[src/rtl/fbrf_pkg.sv]
// Package for the framebuffer rectangle fill and scanout block.
// Holds default screen size, opcodes and the controller/datapath interface types.
// No dependencies.
package fbrf_pkg;

  localparam int DEF_SCREEN_WIDTH  = 128;
  localparam int DEF_SCREEN_HEIGHT = 128;

  localparam int DIM_W   = 9;
  localparam int COORD_W = 8;
  localparam int PIXEL_W = 16;
  localparam int BYTE_W  = 8;

  localparam logic [PIXEL_W-1:0] BYTE_MASK = 16'h00FF;

  localparam logic OP_FILL = 1'b0;
  localparam logic OP_SCAN = 1'b1;

  typedef struct packed {
    logic clr_write;
    logic capture;
    logic fill_setup;
    logic fill_step;
    logic scan_read;
    logic sel_lo;
  } fbrf_cmd_t;

  typedef struct packed {
    logic clr_last;
    logic fill_empty;
    logic fill_last;
  } fbrf_status_t;

endpackage

[src/rtl/fbrf_ctrl.sv]
// Controller state machine for the framebuffer block.
// Sequences clear, fill walk and two-byte scanout; depends on fbrf_pkg.
module fbrf_ctrl
  import fbrf_pkg::*;
(
  input  logic         clk,
  input  logic         rst_n,
  input  logic         in_valid,
  input  logic         in_opcode,
  output logic         in_stall,
  output logic         out_valid,
  input  logic         out_stall,
  input  fbrf_status_t status,
  output fbrf_cmd_t    cmd
);

  localparam logic [2:0] S_CLEAR = 3'd0;
  localparam logic [2:0] S_IDLE  = 3'd1;
  localparam logic [2:0] S_FSET  = 3'd2;
  localparam logic [2:0] S_FILL  = 3'd3;
  localparam logic [2:0] S_READ  = 3'd4;
  localparam logic [2:0] S_HI    = 3'd5;
  localparam logic [2:0] S_LO    = 3'd6;

  logic [2:0] state_r;
  logic [2:0] state_nxt;
  logic       in_accept;

  assign in_stall  = (state_r != S_IDLE);
  assign out_valid = (state_r == S_HI) || (state_r == S_LO);
  assign in_accept = in_valid && !in_stall;

  always_comb begin
    state_nxt      = state_r;
    cmd            = '0;
    cmd.sel_lo     = (state_r == S_LO);
    unique case (state_r)
      S_CLEAR: begin
        cmd.clr_write = 1'b1;
        if (status.clr_last) begin
          state_nxt = S_IDLE;
        end
      end
      S_IDLE: begin
        if (in_accept) begin
          cmd.capture = 1'b1;
          state_nxt   = (in_opcode == OP_SCAN) ? S_READ : S_FSET;
        end
      end
      S_FSET: begin
        cmd.fill_setup = 1'b1;
        state_nxt      = S_FILL;
      end
      S_FILL: begin
        cmd.fill_step = 1'b1;
        if (status.fill_empty || status.fill_last) begin
          state_nxt = S_IDLE;
        end
      end
      S_READ: begin
        cmd.scan_read = 1'b1;
        state_nxt     = S_HI;
      end
      S_HI: begin
        if (!out_stall) begin
          state_nxt = S_LO;
        end
      end
      S_LO: begin
        if (!out_stall) begin
          state_nxt = S_IDLE;
        end
      end
      default: begin
        state_nxt = S_IDLE;
      end
    endcase
  end

  always_ff @(posedge clk) begin
    if (!rst_n) begin
      state_r <= S_CLEAR;
    end else begin
      state_r <= state_nxt;
    end
  end

endmodule

[config.mk]
export PLATFORM = sky130hd
export DESIGN_NAME = fbrf_ctrl
export DESIGN_NICKNAME = d
export VERILOG_FILES = /design/src/rtl/fbrf_pkg.sv /design/src/rtl/fbrf_ctrl.sv
export SDC_FILE = /design/constraint.sdc
export NUM_CORES = 1
export LEC_CHECK = 0
export ABC_AREA = 1
export BUFFER_PORTS_ARGS = -buffer_cell sky130_fd_sc_hd__buf_4
export CORE_AREA = 4 4 41 43
export DETAILED_ROUTE_END_ITERATION = 8
export DIE_AREA = 0 0 45 47
export SETUP_SLACK_MARGIN = 0.02
export SYNTH_ARGS = -nofsm -noshare
export SYNTH_HDL_FRONTEND = slang
export SYNTH_SLANG_ARGS = --single-unit
[constraint.sdc]
create_clock -name clk -period 1.8 [get_ports clk]
set_clock_uncertainty 0.1 [all_clocks]
set_input_delay 0.18 -clock clk [delete_from_list [all_inputs] [get_ports clk]]
set_output_delay 0.18 -clock clk [all_outputs]
set_load 0.1 [all_outputs]
* Word-level counts from Yosys, hierarchy flattened *
Cells that the tools add are included.

cells by class
  eq/ne operators = 12
  reductions and logical operators = 6
  muxes and demuxes = 13

operators with widths
  operator                                       number
  one-hot mux 3 bit (7 select lines)             1
  2-to-1 mux 3 bit                               6
  != test 2 bit, second input constant           5
  == test 3 bit, second input constant           3
  == test 3 x 2 -> 1 bit, second input constant  2
  2-to-1 mux 1 bit                               6
  AND reduction 5 bit                            1
  == test 3 x 1 -> 1 bit, second input constant  1
  zero test 3 bit                                1
  != test 3 x 1 -> 1 bit, second input constant  1
  logical OR 1 bit                               2
  logical AND 1 bit                              1
  zero test 1 bit                                1

word-level totals
  bits of input ports = 8
  bits in registers = 3
  output and inout port bits = 8
  word-level logic and storage cells = 32

* Longest topological paths before layout *
Gate-level depths: netlist of the first run.

  depth in word-level cells = 5
  mapped depth = 10
  depth with buffers taken out = 9

* Least setup slack after synthesis of the first run *
No wires, ideal clock.

  path type = register -> output
  start = register state_r[2]
  end = output port cmd[1] (netlist name)
  path slack = -1.017 ns
  stages on the path, launching flop included = 3
  arrival = 2.537 ns
  data required time = 1.520 ns
  path buffers = 0
  path through = dfxtp_1 inv_2 nor3_1

RTL lines
  what                    line             source
  from (decl)             fbrf_ctrl.sv:25  logic [2:0] state_r;
  from (signal assigned)  fbrf_ctrl.sv:84  state_r <= state_nxt;
  to (decl)               fbrf_ctrl.sv:14  output fbrf_cmd_t cmd

* Worst setup path after layout of the first run *
  start = register state_r[1]
  end = output port in_stall

between the ends
  longest elaborated chain between the ends = 1

RTL lines
  what                    line             source
  != test 3 x 1 -> 1 bit  fbrf_ctrl.sv:29  assign in_stall = (state_r != S_IDLE);
  to (decl)               fbrf_ctrl.sv:10  output logic in_stall,

No other way between the ends.

==> results.py, run 1 <==
metrics = {
    "yosys": {
        "number_of_nets_produced_by_synthesis": 56,
        "yosys.area.top_type": "sky130_fd_sc_hd__dfxtp_1",
        "synth_flop_cell": "sky130_fd_sc_hd__dfxtp_1",
        "syn_inst": 48,
        "synth-seq-cells": 3,
        "post_synth_most_frequent_cells": "sky130_fd_sc_hd__nand2_1 (12), sky130_fd_sc_hd__inv_1 (9), sky130_fd_sc_hd__nor2_1 (8), sky130_fd_sc_hd__a21oi_1 (4), sky130_fd_sc_hd__dfxtp_1 (3)",
        "synthArstFlopShare_pct": 0,
        "syn_area_per_cell_um2": 5.58,
        "synth_area_um2": 268,
        "synth.most_common_cell": "sky130_fd_sc_hd__nand2_1",
        "netlist_top_cells_area": "sky130_fd_sc_hd__dfxtp_1 (22%), sky130_fd_sc_hd__nand2_1 (17%), sky130_fd_sc_hd__inv_1 (13%)",
        "synth_seq_area_share_pct": 22.4,
        "synth_edf_count": 0,
        "post_synth_num_cell_types": 13,
        "ys_warn_count": 0,
        "synthDominantCellAreaShare_pct": 22.4,
    },
    "sta": {
        "tcrit_tclk_final_pct": 90.6,
        "timing.final.max_slew_violations": 0,
        "max-slew-margin-rel_pct": 79.6,
        "post_route_setup_tns_ns": 0,
        "rsz0062_at_grt": "false",
        "timing.final.hold_violations": 0,
        "hold_ws_ns": 0.0775,
        "max_freq_ghz": 0.613,
        "finalCriticalPeriod_ns": 1.63,
        "setup_viol_count_final": 0,
        "worst-slew-pin-transition_ns": 0.306,
    },
    "die": {
        "chipWidth_um": 45,
        "design.portCount": 16,
        "die-height_um": 47,
        "die-area_um2": 2120,
        "floorplan.core_area_um2": 1300,
        "floorplan.initialDensity_pct": 20.6,
        "rows": 13,
    },
    "clock_network": {
        "htree_levels": 1,
        "cts-root-to-sink-buffers": 2,
        "total_of_hold_buffers_inserted_after_clock_tree_synthesis": 0,
        "tritoncts.num_buffers": 3,
        "post_cts.repair.setup_buffers": 0,
        "clk_root_buffer_cell": "sky130_fd_sc_hd__clkbuf_4",
        "clock_latency_at_the_later_pin_of_the_worst_skew_pair_ns": 0.24,
        "cts.sinks": 3,
        "clk_pin_slew_ns": 0.04,
        "tritoncts": "done",
    },
    "final_layout": {
        "final_layout_size_suffix_gt1_share_pct": 43.9,
        "synthToLayoutAreaGrowth_pct": 67.8,
        "top_register": "state_r",
        "final_net_count": 75,
        "reg.largest.list": "state_r (3)",
        "max_ffs_per_register": 3,
        "post-route-util_pct": 34.5,
        "antenna_diode_count": 0,
    },
    "global_route": {
        "global_route.overflow_total": 0,
        "grt.total_usage_pct": 7.17,
        "first_pass_grt_wire_length_mm": 1.08,
        "number_of_antenna_violations_at_the_first_check_in_global_routing": 0,
        "grt_max_degree": 10,
        "grt_pass1_vias": 288,
    },
    "detailed_routing": {
        "drt_wl_total_um": 680,
        "detailedRoute.firstPassIterationCount": 2,
        "detailroute.via_count": 335,
        "drt-initial-drc-count": 1,
        "antenna_left": 0,
        "drc": 0,
        "route.detailed.wl_per_inst_um": 8.40,
        "detail_route.vias_per_cell": 4.14,
    },
    "place": {
        "port_buffers": 15,
        "gp_congestion": 0.727,
        "place.detailed.hpwl_um": 564,
    },
    "power": {
        "seq_power_share_pct": 16.9,
        "swShare_pct": 60.0,
        "power.net_switching_mw": 0.405,
        "power_per_cell_area_nw_per_um2": 1500,
        "static-leakage-power_nw": 0.236,
        "internal_power_mw": 0.270,
        "ir_worst_vdd_mv": 0.394,
        "part_of_the_total_power_dissipated_in_the_clock_network_pct": 17.9,
        "combPwrFrac_pct": 65.1,
        "fin_total_pwr_mw": 0.676,
    },
    "setup_path": {
        "worst_ep_arrival_time_ns": 1.35,
        "critical_path.max_fanout": 9,
        "kind_of_end_point_of_the_critical_path": "primary output",
        "crit_type": "flop to primary output",
        "crit_path_start_kind": "flop",
        "critical_path_required_ns": 1.52,
    },
    "min_path": {
        "min_path_type": "primary input to flop",
    },
    "job": {
        "reported_max_cap_violation_count": 0,
    },
    "run_status": {
        "run_status": "finished, final reports clean",
    },
}
-- power by group through the flow --
stage / sequential [mW] / clock [mW] / combinational (mW)
6_report: 0.115 / 0.121 / 0.440
5_1_grt: 0.119 / 0.130 / 0.465
4_1_cts: 0.112 / 0.127 / 0.442
3_5_place_dp: 0.113 / 0 / 0.438
3_3_place_gp: 0.113 / 0 / 0.438
2_1_floorplan: 0.101 / 0 / 0.374
-- cells by family (layout without fill, tap and decap cells) --
logic type             Yosys count  count (layout)  share of synthesized area, %
AO/OA/AOI/OAI                    5               5                          9.34
AND/OR/NAND/NOR                 29              29                          50.0
flip-flops                       3               3                          22.4
buffers and inverters           11              29                          18.2
-- layout by cell type, fill, tap and decap left out, drive strengths merged --
cell / instances
a21oi: 4
buf: 15
clkbuf: 4
dfxtp: 3
inv: 10
nand2: 12
nand3: 4
nand4: 2
nor2: 9
nor3: 2
o21ai: 1
-- per-layer routing --
layer	GRT usage [%]	wire length [µm]	vias up	share of wire [%]
li1	-	-	185	-
met1	8.13	285	135	42
met2	11.3	306	13	45
met3	2.30	69	2	10
met4	5.26	19	0	2.8
met5	0	0	-	0
-- worst paths after layout --
path | startpoint | endpoint | slack, ns | cells after the start
setup / recovery | state_r[1] | in_stall | 0.17 | 5
hold reg to reg | state_r[1] | state_r[1] | 0.43 | 2
setup reg to reg | state_r[2] | state_r[0] | 0.47 | 7
hold / removal | rst_n | state_r[0] | 0.08 | 3
-- per-stage QoR --
step,cells,setup slack (ns),instance area [µm²]
finish,81,0.169,449
global route,81,0.0706,449
floorplan,48,-0.226,297
global placement,77,0.309,417
detailed placement,77,0.282,417
CTS,81,0.0562,447
-- area by class of cell --
class	count	area, µm²
Clock buffer	4	26.3
Fill cell	156	852
Inverter	10	37.5
Multi-Input combinational cell	34	188
Sequential cell	3	62.6
Tap cell	15	18.8
Timing Repair Buffer	15	116
-- worst max-delay path, stage by stage (launching register included) --
cell	delay [ns]
sky130_fd_sc_hd__dfxtp_2	0.41
sky130_fd_sc_hd__inv_1	0.06
sky130_fd_sc_hd__nand2_1	0.15
sky130_fd_sc_hd__nor2_1	0.08
sky130_fd_sc_hd__inv_1	0.12
sky130_fd_sc_hd__buf_4	0.30
-- what timing repair did --
| action | 4_1_cts | 5_1_grt |
|---|---|---|
| endpoints found under the hold margin | 0 | 0 |
| gates cloned | 0 | 0 |
| endpoints found under the setup margin | 1 | 2 |
| gates resized for setup | 1 | 2 |
No activity file was read; power rests on OpenSTA's default activity.
==> run 2, diff against run 1 <==
--- a/config.mk
+++ b/config.mk
@@ -10,6 +10,7 @@
 export CORE_AREA = 4 4 41 43
 export DETAILED_ROUTE_END_ITERATION = 8
 export DIE_AREA = 0 0 45 47
+export PLACE_DENSITY_LB_ADDON = 0.15
 export SETUP_SLACK_MARGIN = 0.02
 export SYNTH_ARGS = -nofsm -noshare
 export SYNTH_HDL_FRONTEND = slang
==> results.py, run 2 (synthesis gave the netlist of run 1 again) <==
metrics = {
    "detailed_routing": {
        "wirelength_met1_um": 396,
        "antenna_left": 0,
        "detailedRoute.firstPassIterationCount": 3,
        "dr_wl_met2_um": 264,
        "drc": 0,
        "drt-initial-drc-count": 4,
        "drt_wl_total_um": 730,
        "highest-signal-layer": "met3",
        "detailroute.via_count": 335,
        "detail_route.vias_per_cell": 4.14,
        "route.detailed.wl_per_inst_um": 9.01,
        "route.met3.wl_um": 69,
    },
    "clock_network": {
        "clock_latency_at_the_later_pin_of_the_worst_skew_pair_ns": 0.23,
        "tritoncts": "done",
        "htree_levels": 1,
        "clk_pin_slew_ns": 0.04,
        "cts.sinks": 3,
        "cts-root-to-sink-buffers": 2,
        "tritoncts.num_buffers": 3,
        "clk_root_buffer_cell": "sky130_fd_sc_hd__clkbuf_4",
        "post_cts.repair.setup_buffers": 0,
    },
    "global_route": {
        "grt_max_degree": 10,
        "first_pass_grt_wire_length_mm": 1.21,
        "number_of_antenna_violations_at_the_first_check_in_global_routing": 0,
        "global_route.overflow_total": 0,
        "grt.total_usage_pct": 7.66,
        "grt_pass1_vias": 295,
    },
    "sta": {
        "setup_viol_count_final": 0,
        "post_route_setup_tns_ns": 0,
        "tcrit_tclk_final_pct": 91.1,
        "hold_ws_ns": 0.0918,
        "rsz0062_at_grt": "false",
        "max_freq_ghz": 0.610,
        "max-slew-margin-rel_pct": 78.1,
        "finalCriticalPeriod_ns": 1.64,
        "timing.final.max_slew_violations": 0,
        "worst-slew-pin-transition_ns": 0.327,
        "timing.final.hold_violations": 0,
    },
    "power": {
        "swShare_pct": 59.8,
        "internal_power_mw": 0.270,
        "power_per_cell_area_nw_per_um2": 1500,
        "power.net_switching_mw": 0.402,
        "seq_power_share_pct": 17.4,
        "part_of_the_total_power_dissipated_in_the_clock_network_pct": 17.1,
        "ir_worst_vdd_mv": 0.687,
        "combPwrFrac_pct": 65.5,
        "static-leakage-power_nw": 0.236,
    },
    "setup_path": {
        "crit_type": "flop to primary output",
        "path_delay_family": "buffers and inverters",
        "r2r_slack_ns": 0.45,
        "critPathBufInv": 3,
        "critical_path_required_ns": 1.52,
        "crit_path_start_kind": "flop",
        "worst_ep_arrival_time_ns": 1.36,
        "worst_path_most_repeated_cell": "sky130_fd_sc_hd__inv_1",
        "critical_path.max_fanout": 9,
        "crit_chain": "inv_1 > nand2_1 > nor2_1 > inv_1 > buf_4",
        "kind_of_end_point_of_the_critical_path": "primary output",
        "crit_path_top_delay_cell": "sky130_fd_sc_hd__dfxtp_2",
        "critPathMaxStageDelay_ns": 0.42,
    },
    "final_layout": {
        "antenna_diode_count": 0,
        "final_net_count": 75,
        "final_layout_size_suffix_gt1_share_pct": 43.9,
        "filler_cell_count": 157,
        "leading_cell_type_in_the_layout_fill_and_taps_excluded": "sky130_fd_sc_hd__buf_4",
        "multiInputGateArea_um2": 188,
        "mostFrequentLayoutCells": "sky130_fd_sc_hd__buf_4 (14), sky130_fd_sc_hd__nand2_1 (12), sky130_fd_sc_hd__inv_1 (9), sky130_fd_sc_hd__nor2_1 (6)",
        "reg.largest.list": "state_r (3)",
        "synthToLayoutAreaGrowth_pct": 67.8,
        "seq_area_um2": 62.6,
        "max_ffs_per_register": 3,
        "top_register": "state_r",
    },
    "die": {
        "die-area_um2": 2120,
        "chipWidth_um": 45,
        "floorplan.core_area_um2": 1300,
        "design.portCount": 16,
        "floorplan.initialDensity_pct": 20.6,
        "rows": 13,
        "die-height_um": 47,
    },
    "job": {
        "reported_max_cap_violation_count": 0,
    },
    "place": {
        "port_buffers": 15,
        "gp_congestion": 0.742,
        "place.detailed.hpwl_um": 587,
    },
    "run_status": {
        "run_status": "finished, final reports clean",
    },
    "min_path": {
        "min_path_type": "primary input to flop",
    },
}
==> run 2: layout make-up <==
cell class	count	share of cell area, %
inverters	10	8.36
clock buffers	4	5.85
repair buffers	15	25.9
multi-input cells	34	41.8
flip-flops and latches	3	13.9
well taps	15	4.18
==> run 2: through the flow <==
stage	cells	setup slack, ns	area (µm²)	power [mW]	utilization [%]
after CTS	81	0.0483	447	0.678	34.3
after global routing	81	0.0458	449	0.715	34.5
after global placement	77	0.285	417	0.556	32.0
after detailed placement	77	0.266	417	0.554	32.0
final	81	0.161	449	0.672	34.5
after floorplan	48	-0.226	297	0.475	-
==> run 2: routing by layer <==
layer / global-route usage (%) / vias to the layer above
met1: 11.3 / 136
met2: 10.7 / 13
li1: - / 186
met3: 3.45 / 0
met5: 0 / -
met4: 0 / 0
==> run 2: worst paths after layout <==
path / startpoint / end / cells after the start
worst max-delay path: state_r[1] / in_stall / 5
worst max register to register: state_r[2] / state_r[0] / 7
worst min register to register: state_r[1] / state_r[1] / 2
worst min-delay path: rst_n / state_r[0] / 3
==> run 2: worst min-delay path: stages <==
cell	delay (ns)
sky130_fd_sc_hd__buf_4	0.11
sky130_fd_sc_hd__nand2_1	0.05
sky130_fd_sc_hd__nor2_1	0.03
==> run 2: what timing repair did <==
action	4_1_cts	5_1_grt
setup endpoints to repair	1	2
gates resized for setup	1	2
hold buffers	0	0
==> run 2: power by group through the flow <==
stage	Sequential, mW	Combinational (mW)	Clock, mW
6_report	0.117	0.440	0.115
5_1_grt	0.121	0.469	0.125
4_1_cts	0.114	0.444	0.120
3_5_place_dp	0.115	0.439	0
3_3_place_gp	0.115	0.441	0
2_1_floorplan	0.101	0.374	0
